--- src/rtl/asrdp_pkg.sv ---
// shared types and constants for the ata status return descriptor parser
`default_nettype none
package asrdp_pkg;

	localparam int POS_W = 8;
	localparam int Q_DEPTH = 2;

	localparam logic [7:0] RESP_CODE_CUR = 8'h72;
	localparam logic [7:0] RESP_CODE_DEF = 8'h73;
	localparam logic [7:0] MIN_ADD_LEN = 8'd14;
	localparam logic [7:0] ATA_DESC_CODE = 8'h09;
	localparam logic [7:0] MIN_DESC_LEN = 8'h0C;
	localparam logic [7:0] FIRST_DESC = 8'd8;
	localparam logic [15:0] NO_PROGRESS = 16'hFFFF;

	localparam logic [7:0] OFF_ERROR = 8'd3;
	localparam logic [7:0] OFF_COUNT_HI = 8'd4;
	localparam logic [7:0] OFF_COUNT_LO = 8'd5;
	localparam logic [7:0] OFF_PROG_HI = 8'd8;
	localparam logic [7:0] OFF_PROG_LO = 8'd9;
	localparam logic [7:0] OFF_STATUS = 8'd13;

	typedef enum logic [2:0] {
		RSN_OK        = 3'd0,
		RSN_BAD_RESP  = 3'd1,
		RSN_SHORT_ADD = 3'd2,
		RSN_ZERO_LEN  = 3'd3,
		RSN_OVERRUN   = 3'd4,
		RSN_SHORT_DSC = 3'd5,
		RSN_NOT_FOUND = 3'd6
	} reason_t;

	typedef struct packed {
		logic        taken;
		reason_t     code;
		logic [7:0]  error;
		logic [7:0]  status;
		logic [15:0] count;
		logic [15:0] progress;
	} verdict_t;

endpackage
`default_nettype wire

--- src/rtl/asrdp_front.sv ---
// front end: walks the sense buffer byte by byte and builds the verdict record
`default_nettype none
module asrdp_front #(
	parameter int SENSE_BYTES = 32
) (
	input  wire logic                clk,
	input  wire logic                arst_n,
	input  wire logic                sense_valid,
	output logic                     sense_stall,
	input  wire logic [7:0]          sense_byte,
	input  wire logic                q_full,
	output logic                     q_push,
	output asrdp_pkg::verdict_t      q_wdata
);
	import asrdp_pkg::*;

	localparam logic [POS_W-1:0] LAST = POS_W'(SENSE_BYTES - 1);
	localparam logic [9:0] BUF_LEN = 10'(SENSE_BYTES);

	logic [POS_W-1:0] pos_q;
	logic [POS_W-1:0] start_q, start_d;
	logic [7:0]       dcode_q, dcode_d;
	logic             taken_q, taken_d;
	reason_t          code_q, code_d;
	logic [7:0]       error_q, error_d;
	logic [7:0]       status_q, status_d;
	logic [15:0]      count_q, count_d;
	logic [15:0]      prog_q, prog_d;

	logic             last;
	logic             accept;
	logic [8:0]       start_p1;
	logic [9:0]       desc_end;
	logic [POS_W-1:0] off;

	assign last = (pos_q == LAST);
	assign sense_stall = last && q_full;
	assign accept = sense_valid && !sense_stall;
	assign start_p1 = {1'b0, start_q} + 9'd1;
	assign desc_end = {2'b00, start_q} + 10'd2 + {2'b00, sense_byte};
	assign off = pos_q - start_q;

	always_comb begin
		start_d = start_q;
		dcode_d = dcode_q;
		taken_d = taken_q;
		code_d = code_q;
		error_d = error_q;
		status_d = status_q;
		count_d = count_q;
		prog_d = prog_q;
		if (!taken_q) begin
			if (pos_q == '0) begin
				if (sense_byte != RESP_CODE_CUR && sense_byte != RESP_CODE_DEF) begin
					taken_d = 1'b1;
					code_d = RSN_BAD_RESP;
				end
			end else if (pos_q == POS_W'(7)) begin
				if (sense_byte < MIN_ADD_LEN) begin
					taken_d = 1'b1;
					code_d = RSN_SHORT_ADD;
				end
			end else if (pos_q >= FIRST_DESC && pos_q == start_q
					&& start_p1 < BUF_LEN[8:0]) begin
				dcode_d = sense_byte;
			end else if (pos_q >= POS_W'(9) && {1'b0, pos_q} == start_p1) begin
				if (sense_byte == 8'd0) begin
					taken_d = 1'b1;
					code_d = RSN_ZERO_LEN;
				end else if (desc_end > BUF_LEN) begin
					taken_d = 1'b1;
					code_d = RSN_OVERRUN;
				end else if (dcode_q == ATA_DESC_CODE) begin
					taken_d = 1'b1;
					code_d = (sense_byte < MIN_DESC_LEN) ? RSN_SHORT_DSC : RSN_OK;
				end else begin
					start_d = desc_end[POS_W-1:0];
				end
			end
		end else if (code_q == RSN_OK && pos_q > start_q) begin
			case (off)
				OFF_ERROR:    error_d = sense_byte;
				OFF_COUNT_HI: count_d = {sense_byte, count_q[7:0]};
				OFF_COUNT_LO: count_d = {count_q[15:8], sense_byte};
				OFF_PROG_HI:  prog_d = {sense_byte, prog_q[7:0]};
				OFF_PROG_LO:  prog_d = {prog_q[15:8], sense_byte};
				OFF_STATUS:   status_d = sense_byte;
				default: ;
			endcase
		end
	end

	assign q_push = accept && last;
	assign q_wdata = '{taken: taken_d, code: code_d, error: error_d, status: status_d,
		count: count_d, progress: prog_d};

	always_ff @(posedge clk or negedge arst_n) begin
		if (!arst_n) begin
			pos_q <= '0;
			start_q <= FIRST_DESC;
			dcode_q <= '0;
			taken_q <= 1'b0;
			code_q <= RSN_OK;
		end else if (accept) begin
			if (last) begin
				pos_q <= '0;
				start_q <= FIRST_DESC;
				dcode_q <= '0;
				taken_q <= 1'b0;
				code_q <= RSN_OK;
			end else begin
				pos_q <= pos_q + POS_W'(1);
				start_q <= start_d;
				dcode_q <= dcode_d;
				taken_q <= taken_d;
				code_q <= code_d;
			end
		end
	end

	// captured fields are only shown after a clean verdict, which rewrites them all
	always_ff @(posedge clk) begin
		if (accept) begin
			error_q <= error_d;
			status_q <= status_d;
			count_q <= count_d;
			prog_q <= prog_d;
		end
	end

endmodule
`default_nettype wire

--- src/rtl/asrdp_queue.sv ---
// short queue of verdict records between front and back
`default_nettype none
module asrdp_queue (
	input  wire logic                clk,
	input  wire logic                arst_n,
	input  wire logic                push,
	input  wire asrdp_pkg::verdict_t wdata,
	output logic                     full,
	input  wire logic                pop,
	output logic                     rvalid,
	output asrdp_pkg::verdict_t      rdata
);
	import asrdp_pkg::*;

	localparam int PTR_W = (Q_DEPTH > 1) ? $clog2(Q_DEPTH) : 1;
	localparam int CNT_W = $clog2(Q_DEPTH + 1);

	verdict_t         mem_q [Q_DEPTH];
	logic [PTR_W-1:0] wptr_q, rptr_q;
	logic [CNT_W-1:0] cnt_q;
	logic             do_push, do_pop;

	assign full = (cnt_q == CNT_W'(Q_DEPTH));
	assign rvalid = (cnt_q != '0);
	assign rdata = mem_q[rptr_q];
	assign do_push = push && !full;
	assign do_pop = pop && rvalid;

	always_ff @(posedge clk or negedge arst_n) begin
		if (!arst_n) begin
			wptr_q <= '0;
			rptr_q <= '0;
			cnt_q <= '0;
		end else begin
			if (do_push) begin
				wptr_q <= (wptr_q == PTR_W'(Q_DEPTH - 1)) ? '0 : wptr_q + PTR_W'(1);
			end
			if (do_pop) begin
				rptr_q <= (rptr_q == PTR_W'(Q_DEPTH - 1)) ? '0 : rptr_q + PTR_W'(1);
			end
			if (do_push && !do_pop) begin
				cnt_q <= cnt_q + CNT_W'(1);
			end else if (do_pop && !do_push) begin
				cnt_q <= cnt_q - CNT_W'(1);
			end
		end
	end

	always_ff @(posedge clk) begin
		if (do_push) begin
			mem_q[wptr_q] <= wdata;
		end
	end

endmodule
`default_nettype wire

--- src/rtl/asrdp_back.sv ---
// back end: turns a verdict record into the result item and holds it for the sink
`default_nettype none
module asrdp_back (
	input  wire logic                clk,
	input  wire logic                arst_n,
	input  wire logic                q_valid,
	input  wire asrdp_pkg::verdict_t q_rdata,
	output logic                     q_pop,
	output logic                     result_valid,
	input  wire logic                result_stall,
	output logic                     found,
	output logic [2:0]               fail_reason,
	output logic [7:0]               ata_error,
	output logic [7:0]               ata_status,
	output logic                     completed_ok,
	output logic                     in_progress,
	output logic                     sanitize_frozen,
	output logic [15:0]              progress
);
	import asrdp_pkg::*;

	logic        valid_q;
	logic        ok;
	logic [15:0] cnt;

	assign q_pop = q_valid && (!valid_q || !result_stall);
	assign ok = q_rdata.taken && (q_rdata.code == RSN_OK);
	assign cnt = ok ? q_rdata.count : 16'd0;
	assign result_valid = valid_q;

	always_ff @(posedge clk or negedge arst_n) begin
		if (!arst_n) begin
			valid_q <= 1'b0;
		end else if (q_pop) begin
			valid_q <= 1'b1;
		end else if (!result_stall) begin
			valid_q <= 1'b0;
		end
	end

	always_ff @(posedge clk) begin
		if (q_pop) begin
			found <= ok;
			fail_reason <= q_rdata.taken ? q_rdata.code : RSN_NOT_FOUND;
			ata_error <= ok ? q_rdata.error : 8'd0;
			ata_status <= ok ? q_rdata.status : 8'd0;
			completed_ok <= cnt[15];
			in_progress <= cnt[14];
			sanitize_frozen <= cnt[13];
			progress <= cnt[14] ? q_rdata.progress : NO_PROGRESS;
		end
	end

endmodule
`default_nettype wire

--- src/rtl/ata_status_return_descriptor_parser.sv ---
// top level of the ata status return descriptor parser
// takes one sense byte per cycle while not stalled, no gaps needed between buffers
// a buffer's verdict passes through the queue, then the output register, to the result
// a two-entry verdict queue lets the front keep taking bytes while results wait
// reset clears the byte position, descriptor walk and verdict, queue and output valid
`default_nettype none
module ata_status_return_descriptor_parser #(
	parameter int SENSE_BYTES = 32
) (
	input  wire logic        clk,
	input  wire logic        arst_n,
	input  wire logic        sense_valid,
	output logic             sense_stall,
	input  wire logic [7:0]  sense_byte,
	output logic             result_valid,
	input  wire logic        result_stall,
	output logic             found,
	output logic [2:0]       fail_reason,
	output logic [7:0]       ata_error,
	output logic [7:0]       ata_status,
	output logic             completed_ok,
	output logic             in_progress,
	output logic             sanitize_frozen,
	output logic [15:0]      progress
);
	import asrdp_pkg::*;

	verdict_t push_data, pop_data;
	logic     push, q_full, pop, q_valid;

	asrdp_front #(
		.SENSE_BYTES(SENSE_BYTES)
	) u_front (
		.clk        (clk),
		.arst_n     (arst_n),
		.sense_valid(sense_valid),
		.sense_stall(sense_stall),
		.sense_byte (sense_byte),
		.q_full     (q_full),
		.q_push     (push),
		.q_wdata    (push_data)
	);

	asrdp_queue u_queue (
		.clk   (clk),
		.arst_n(arst_n),
		.push  (push),
		.wdata (push_data),
		.full  (q_full),
		.pop   (pop),
		.rvalid(q_valid),
		.rdata (pop_data)
	);

	asrdp_back u_back (
		.clk            (clk),
		.arst_n         (arst_n),
		.q_valid        (q_valid),
		.q_rdata        (pop_data),
		.q_pop          (pop),
		.result_valid   (result_valid),
		.result_stall   (result_stall),
		.found          (found),
		.fail_reason    (fail_reason),
		.ata_error      (ata_error),
		.ata_status     (ata_status),
		.completed_ok   (completed_ok),
		.in_progress    (in_progress),
		.sanitize_frozen(sanitize_frozen),
		.progress       (progress)
	);

endmodule
`default_nettype wire
--- config.mk ---
export PLATFORM = sky130hd
export DESIGN_NAME = ata_status_return_descriptor_parser
export DESIGN_NICKNAME = d
export VERILOG_FILES = /design/src/rtl/asrdp_pkg.sv /design/src/rtl/asrdp_front.sv /design/src/rtl/asrdp_queue.sv /design/src/rtl/asrdp_back.sv /design/src/rtl/ata_status_return_descriptor_parser.sv
export SDC_FILE = /design/constraint.sdc
export NUM_CORES = 1
export LEC_CHECK = 0
export BUFFER_PORTS_ARGS = -buffer_cell sky130_fd_sc_hd__buf_2
export CAP_MARGIN = 40
export CORE_ASPECT_RATIO = 0.7
export CORE_MARGIN = 2
export CORE_UTILIZATION = 65
export DETAILED_ROUTE_END_ITERATION = 12
export PLACE_DENSITY = 0.92
export SLEW_MARGIN = 10
export SYNTH_ARGS = -nofsm -noshare
export SYNTH_HDL_FRONTEND = slang
export SYNTH_SLANG_ARGS = --single-unit
--- constraint.sdc ---
create_clock -name clk -period 11.4 [get_ports clk]
set_clock_uncertainty 0.15 [all_clocks]
set_input_delay 2.85 -clock clk [delete_from_list [all_inputs] [get_ports clk]]
set_output_delay 2.85 -clock clk [all_outputs]
set_load 0.005 [all_outputs]
# [Yosys cells after proc, flatten, opt, wreduce, memory -nomap -nowiden]
# Memories as Yosys holds them, arrays and structs flattened.
# Cells that the tools add are included.
[word_totals] memories=1 inputBits=12 ram_bits=104 reg_bits=120 out_inout_bits=41 mem_bits_ro=0 latch_bits=0 wordCells=150
[memory_table] memory="u_queue.mem_q" depth=2 word_bits=52 read_ports=1 rd_clocked_by_memory_dff=0 wr=1 line="asrdp_queue.sv:18" text="verdict_t mem_q [Q_DEPTH];"
[op_classes] n_addsub=9 eq_ne=22 shift=0 reduce_logical=31 mul=0 n_div=0 order_cmp=7 bitwise=0 muxes=59
[op_table] operator="$mux W8" count=21
[op_table] operator="$mux W16" count=4
[op_table] operator="$pmux W16 S2" count=2
[op_table] operator="$mux W3" count=12
[op_table] operator="$eq A8 B4 Y1 const B" count=4
[op_table] operator="$eq A8 B3 Y1 const B" count=3
[op_table] operator="$mux W1" count=17
[op_table] operator="$ge A8 B4 Y1 const B" count=2
[op_table] operator="$logic_not A8 Y1" count=2
[op_table] operator="$lt A8 B4 Y1 const B" count=2
[op_table] operator="$ne A8 B7 Y1 const B" count=2
[op_table] operator="$mux W15" count=1
[op_table] operator="$logic_and A1 B1 Y1" count=14
[op_table] operator="$ne A2 B1 Y1 const B" count=7
[op_table] operator="$add A10 B8 Y10" count=1
[op_table] operator="$gt A10 B6 Y1 const B" count=1
[op_table] operator="$add A8 B1 Y9 const B" count=1
[op_table] operator="$add A8 B2 Y9 const B" count=1
[op_table] operator="$eq A8 B9 Y1" count=1
[op_table] operator="$lt A9 B6 Y1 const B" count=1
[op_table] operator="$reduce_and A9 Y1" count=1
[op_table] operator="$add A8 B1 Y8 const B" count=1
[op_table] operator="$eq A8 B2 Y1 const B" count=1
[op_table] operator="$eq A8 B5 Y1 const B" count=1
[op_table] operator="other kinds (14)" count=25

# [Depth between registers and ports, before layout]
# Gate-level depths: netlist of run 1.
[depth] depth_word=11 depth_mapped=14 depth_no_buf=12

# [Modules after synthesis]
# From an unflattened synthesis of run 1, not the netlist that was laid out.
[unflattened] cells_unflattened=718 hier_area_um2=10542.6
[by_module_without_submodules] mod="asrdp_front" cells_each=451 seq_area_each_um2=2143.3 area_each_um2=4804.6 n_inst=1
[by_module_without_submodules] mod="asrdp_queue" cells_each=181 seq_area_each_um2=3223.1 area_each_um2=4204.0 n_inst=1
[by_module_without_submodules] mod="asrdp_back" cells_each=86 seq_area_each_um2=1196.1 area_each_um2=1534.0 n_inst=1

# [Least setup slack after synthesis of run 1]
# No wires, ideal clock.
[synth_timing] kind="input port to flip-flop" start="input port sense_valid" end="memory u_queue.mem_q[0][0] (netlist name) (enable)" path_buffers=0 t_required_ps=10766 setup_ps=484 cell_stages=2 path_slack_ps=5123 t_arrival_ps=5644 cell_sequence="o21ai_2 > nor3_1"
[synth_via] elab_chain_len=5
[synth_lines] element="start: declaration" line="ata_status_return_descriptor_parser.sv:12" text="input wire logic sense_valid,"
[synth_lines] element="$logic_and A1 B1 Y1" line="asrdp_front.sv:38" text="assign accept = sense_valid && !sense_stall;"
[synth_lines] element="$logic_and A1 B1 Y1" line="asrdp_front.sv:93" text="assign q_push = accept && last;"
[synth_lines] element="$logic_and A1 B1 Y1" line="asrdp_queue.sv:26" text="assign do_push = push && !full;"
[synth_lines] element="$mux W1" line="asrdp_queue.sv:50" text="if (do_push) begin"
[synth_lines] element="$mux W1 (not written as such)" line="asrdp_queue.sv:51" text="mem_q[wptr_q] <= wdata;"
[synth_lines] element="end: declaration" line="asrdp_queue.sv:18"
# No other way between the ends.

==> results of run 1 <==
cell type report:
type	instances	area share (%)
multi-input combinational	402	31.27
clock buffer	17	4.402
sequential	185	55.81
inverter	33	1.282
clock inverter	15	1.761
tap	166	2.149
timing repair buffer	58	3.328
cell usage after synthesis (all sizes together), types with 6 or more instances:
master / number
a21oi: 16
clkbuf: 9
ha: 24
mux2: 37
nand2: 39
nor3: 8
edfxtp: 152
buf: 7
nand3: 23
and3: 6
xor2: 11
inv: 33
nand4: 14
mux2i: 40
dfrtp: 32
xnor2: 15
nand2b: 7
nor2: 56
o21ai: 35
worst reg2reg max path, cell delays in order, from the launching register on:
cell	delay, ps
dfstp_2	640
and3_1	230
nand3_1	150
xnor2_1	250
ha_1	320
or3b_2	210
nand3_1	90
a211oi_1	400
nand3_1	150
nor3_1	550
a21oi_1	190
o21ai_0	320
nand2b_1	110
where the power goes:
group | internal, mW | total (mW) | switching (mW) | leakage, nW
clock | 0.297 | 0.581 | 0.284 | 0.280
combinational | 0.299 | 0.773 | 0.474 | 1.59
sequential | 0.851 | 0.946 | 0.0943 | 1.76
cell usage in the layout (no fill, tap or decap), types with 17 or more instances in the layout:
| cell | synthesis | final |
|---|---|---|
| nand3_1 | 22 | 22 |
| clkbuf_16 | 0 | 17 |
| ha_1 | 24 | 24 |
| buf_2 | 3 | 52 |
| inv_1 | 30 | 30 |
| o21ai_0 | 32 | 32 |
| dfrtp_1 | 32 | 31 |
| nand2_1 | 39 | 39 |
| mux2i_1 | 40 | 40 |
| nor2_1 | 56 | 56 |
| mux2_2 | 33 | 33 |
| edfxtp_1 | 152 | 152 |
metal layers:
| metal | part of all wire [%] | global-route usage [%] |
|---|---|---|
| met1 | 42 | 37.97 |
| met5 | 0 | 0 |
| met3 | 8.0 | 5.105 |
| met4 | 2.2 | 9.231 |
| met2 | 48 | 43.73 |
cell families after synthesis:
logic type,after synthesis
AO/OA/AOI/OAI,89
XOR/XNOR,26
adder cells (fa/ha/maj),26
buffers and inverters,49
flip-flops,185
multiplexers,77
AND/OR/NAND/NOR,184
worst max path at each step:
stage                       start                   end  cells past startpoint
global placement    sense_byte[0]    u_front.start_q[1]                     12
CTS                 sense_byte[0]    u_front.start_q[1]                     12
detailed placement  sense_byte[0]    u_front.start_q[1]                     12
finish              sense_byte[0]  u_queue.mem_q[1][51]                     12
floorplan             sense_valid   u_queue.mem_q[0][0]                      2
global route        sense_byte[0]  u_queue.mem_q[1][51]                     12
==> results.yml, run 1 <==
yosys:
  synth.area.top_cells: "edfxtp_1 53%, dfrtp_1 9.3%, mux2i_1 4.6%, mux2_2 4.3%, ha_1 3.5%"
  synthSimpleGateAreaFrac_pct: 11.83
  synth_fa_ha_area_share_pct: 3.952
  synth_warnings: 0
  synthesis.area_per_instance_um2: 13.54
  ys_seq_area_share_pct: 62.60
  netlist_area_um2: 8612
  synth_top_cell_by_area: "edfxtp_1"
  synth-xor-area-share_pct: 2.644
  synthArstFlopShare_pct: 17.84
  synthFlopType: "edfxtp_1"
  synthDistinctLibCells: 72
  synth_nets: 674
  synth_edf_count: 152
  yosys-mux-area-fraction_pct: 9.574
  netlist.area_leader.share_pct: 53.00
  synth_compound_area_share_pct: 7.032
  syn_inst: 636
  synth-seq-cells: 185
  synth_top_family_by_area: "simple AND/OR/NAND/NOR gates"
clock_network:
  numCtsBuffers: 17
  clkTransAtPathRegs_ps: 70
  cts-root-buf: "clkbuf_16"
  htreeDepth: 4
  clock_tree.buffer_depth: 2
  cts.sinks: 185
  cts_setup_buffers: 0
  cts_hold_buf: 0
  insertion_delay_ps: 430
  post_cts_resized: 0
  cts_tree: "done"
critical_path:
  cp_common_cell: "nand2b_1"
  path_class: "primary input to register"
  cp.required_ps: 11420
  crit_family: "compound AO/OA/AOI/OAI gates"
  worstReg2RegStart: "u_front.start_q[3]"
  timing.rr.end: "u_queue.mem_q[1][51]"
  worst_setup_path_end_kind: "register"
  critPathArrivalTime_ps: 5780
  crit_path_cell_trace: "buf_2 > ha_1 > inv_1 > fa_1 > nand2b_1 > a21o_1 > a211oi_1 > nand3_1 > nor3_1 > a21oi_1 > o21ai_0 > nand2b_1"
  reg2regPathDepth: 12
  worstPathMaxFanout: 7
  reg2reg_slack_ps: 7380
  max_stage_delay_ps: 550
  cpMaxStageDelayCell: "nor3_1"
  crit_buf_inv: 2
  critPathLaunchType: "primary input"
timing:
  timing.final.ws_setup_ps: 5647
  worstMarginPinSlew_ps: 965.8
  holdWs_ps: 345.3
  setup_viol_count_final: 0
  drv_slew: 0
  period_share_pct: 50.46
  tns_ps: 0
  fmax_mhz: 173.8
  hold_viol_final: 0
  relSlewSlack_pct: 35.61
  rsz0062_at_grt: "false"
  fin_crit_ps: 5753
detailed_routing:
  drc_errors: 0
  vias: 5564
  ant_nets: 0
  firstDrtPassIters: 5
  routed_wl_um: 18410
  avgViaCountPerCell: 6.352
  wl_per_cell_um: 21.01
  drt_iter0_markers: 579
cells_and_area:
  layout-drive-gt1-share_pct: 21.27
  n_antenna_cell: 0
  multi_input_area_um2: 3022
  reg_top3: "u_queue.mem_q: 78 flops, u_back.progress: 16 flops, u_front.prog_q: 16 flops"
  regMostFlops: "u_queue.mem_q"
  final_area_um2: 9663
  syn_to_final_growth_pct: 12.20
  fillers: 792
  seq_area_um2: 5393
  stdcell_count: 876
  fin_nets: 735
  largest_register_ffs: 78
  final_util_pct: 74.05
floorplan:
  io_pins: 53
  std_cell_rows: 35
  dieArea_um2: 14200
  die_h_um: 100.3
  initial_utilization_pct: 65.99
  die-width_um: 141.6
  coreArea_um2: 13050
global_routing:
  grt_pass1_wl_um: 29100
  grt_start_max_net_pins: 44
  antenna_found_initial: 0
  grt_usage_pct: 27.16
  grt_pass1_vias: 5478
  grt_overflow_total: 0
power_and_ir_drop:
  p_leak_nw: 3.622
  cellPowerDensity_nw_per_um2: 238.0
  ir_drop_mv: 0.1297
  power_mw: 2.300
placed_design:
  place_area_um2: 9067
  dp.cells: 844
  hpwl_um: 12200
  post-place-ws_ps: 5357
  portBuffers: 52
  place_congestion: 0.9521
worst_hold_path:
  hold_end: "u_back.result_valid"
  hold_path.class: "register to register"
  hold_path_depth: 2
  min-delay-start: "u_back.result_valid"
job:
  cap_violations: 0
run_status:
  outcome: "completed"
(Power assumes the default switching activity.)
==> run 2: changes to the inputs <==
- CORE_UTILIZATION: 65 -> 61
- PLACE_DENSITY: 0.92 -> 0.88
- clock period: 11.4 -> 5.4 ns (I/O delays scaled with it)
==> run 2 against run 1 <==
Die area increased by 6.3%. Global-route usage decreased by 1.4 points. Highest routed layer is now met5. Largest power group unchanged. Critical path depth unchanged. Sequential share of layout area decreased by 0.32 points. Count of clock-buffer cells in the layout unchanged.
==> results.yml, run 2 (synthesis results as in run 1) <==
timing:
  worstMarginPinSlew_ps: 857.9
  relSlewSlack_pct: 41.33
  hold_viol_final: 0
  fmax_mhz: 225.6
  fin_crit_ps: 4433
  holdWs_ps: 338.8
  drv_slew: 0
  period_share_pct: 82.10
  tns_ps: 0
  setup_viol_count_final: 0
  timing.final.ws_setup_ps: 966.7
  rsz0062_at_grt: "false"
floorplan:
  coreArea_um2: 13870
  dieArea_um2: 15100
  std_cell_rows: 36
  initial_utilization_pct: 62.08
  die-width_um: 146.0
  die_h_um: 103.4
  io_pins: 53
clock_network:
  clkTransAtPathRegs_ps: 80
  cts-root-buf: "clkbuf_16"
  cts.sinks: 185
  insertion_delay_ps: 430
  numCtsBuffers: 17
  cts_tree: "done"
  post_cts_resized: 0
  htreeDepth: 4
  cts_setup_buffers: 0
  cts_hold_buf: 0
  clock_tree.buffer_depth: 2
critical_path:
  crit_family: "compound AO/OA/AOI/OAI gates"
  worst_setup_path_end_kind: "register"
  worstPathMaxFanout: 7
  path_class: "primary input to register"
  cpMaxStageDelayCell: "a2111oi_0"
  crit_buf_inv: 2
  max_stage_delay_ps: 760
  critPathLaunchType: "primary input"
  cp.required_ps: 5390
  crit_path_cell_trace: "buf_2 > ha_1 > inv_1 > fa_1 > nand2b_1 > a21o_1 > a21oi_1 > o41a_1 > nor3_1 > o21a_1 > a2111oi_0 > nor2_1"
  critPathArrivalTime_ps: 4420
detailed_routing:
  firstDrtPassIters: 6
  avgViaCountPerCell: 6.203
  wl_per_cell_um: 20.96
  drt_iter0_markers: 661
  drc_errors: 0
  ant_nets: 0
  vias: 5589
  routed_wl_um: 18880
cells_and_area:
  stdcell_count: 901
  regMostFlops: "u_queue.mem_q"
  largest_register_ffs: 78
  layout_commonest_cell: "edfxtp_1"
  reg_top3: "u_queue.mem_q: 78 flops, u_back.progress: 16 flops, u_front.prog_q: 16 flops"
  fin_nets: 736
  layout_common_cells: "152 x edfxtp_1, 56 x nor2_1, 52 x buf_2, 40 x mux2i_1, 39 x nand2_1"
  layout-drive-gt1-share_pct: 21.52
  n_antenna_cell: 0
  syn_to_final_growth_pct: 12.86
global_routing:
  grt_pass1_wl_um: 29240
  grt_pass1_vias: 5381
  grt_start_max_net_pins: 40
  grt_usage_pct: 25.80
  grt_overflow_total: 0
  antenna_found_initial: 1
placed_design:
  place_congestion: 0.9222
  dp.cells: 868
  hpwl_um: 12200
  portBuffers: 52
  post-place-ws_ps: 771.2
job:
  cap_violations: 0
power_and_ir_drop:
  ir_drop_mv: 0.3543
  p_leak_nw: 3.647
  power_mw: 4.901
  cellPowerDensity_nw_per_um2: 504.3
worst_hold_path:
  hold_path.class: "register to register"
run_status:
  outcome: "completed"
## run 2: worst reg2reg max path, cell delays in order (launching register included)
cell,delay (ps)
dfrtp_1,510
ha_1,350
and3_4,260
xnor2_1,110
ha_1,420
inv_1,110
a2111o_1,380
nand3_1,90
o31a_1,230
nor3_1,150
o21a_1,200
a2111oi_0,760
nor2_1,140
## run 2: routing by layer
layer  vias to the layer above  part of all wire [%]  global-route usage (%)
li1                       2503                     -                       -
met5                         -                 0.090                       0
met2                       318                    49                   43.00
met1                      2703                    40                   34.32
met4                         2                   2.5                   8.663
met3                        63                   8.5                   6.053
## run 2: layout make-up
| cell class | count | area, um^2 |
|---|---|---|
| fill | 922 | 4154 |
| sequential | 185 | 5393 |
| timing repair buffer | 59 | 329.1 |
| inverter | 33 | 123.9 |
| clock buffer | 17 | 425.4 |
| clock inverter | 15 | 188.9 |
| multi-input combinational | 402 | 3022 |
| tap | 190 | 237.7 |
## run 2: power by group
group          internal (mW)  leakage, nW  total (mW)  switching (mW)
combinational          0.627         1.59        1.61           0.986
sequential              1.80         1.76        2.03           0.230
clock                  0.638        0.300        1.26           0.623
total                   3.06         3.65        4.90            1.84
## run 2: path summary, 6_finish.rpt
kind	start	to	slack, ps	depth (start not counted)
max	sense_byte[0]	u_queue.mem_q[0][48]	970	12
min reg2reg	u_back.result_valid	u_back.result_valid	340	2
min	u_back.result_valid	u_back.result_valid	340	2
max reg2reg	u_front.start_q[2]	u_queue.mem_q[0][48]	1230	12
max in group asynchronous	arst_n	u_queue.rptr_q	3690	1
min in group asynchronous	arst_n	u_front.start_q[5]	840	1
## run 2: per-stage QoR
stage / util (%) / area [um^2]
CTS: 70.00 / 9712
finish: 70.06 / 9719
global placement: 65.35 / 9066
global route: 70.06 / 9719
floorplan: - / 8612
detailed placement: 65.58 / 9097
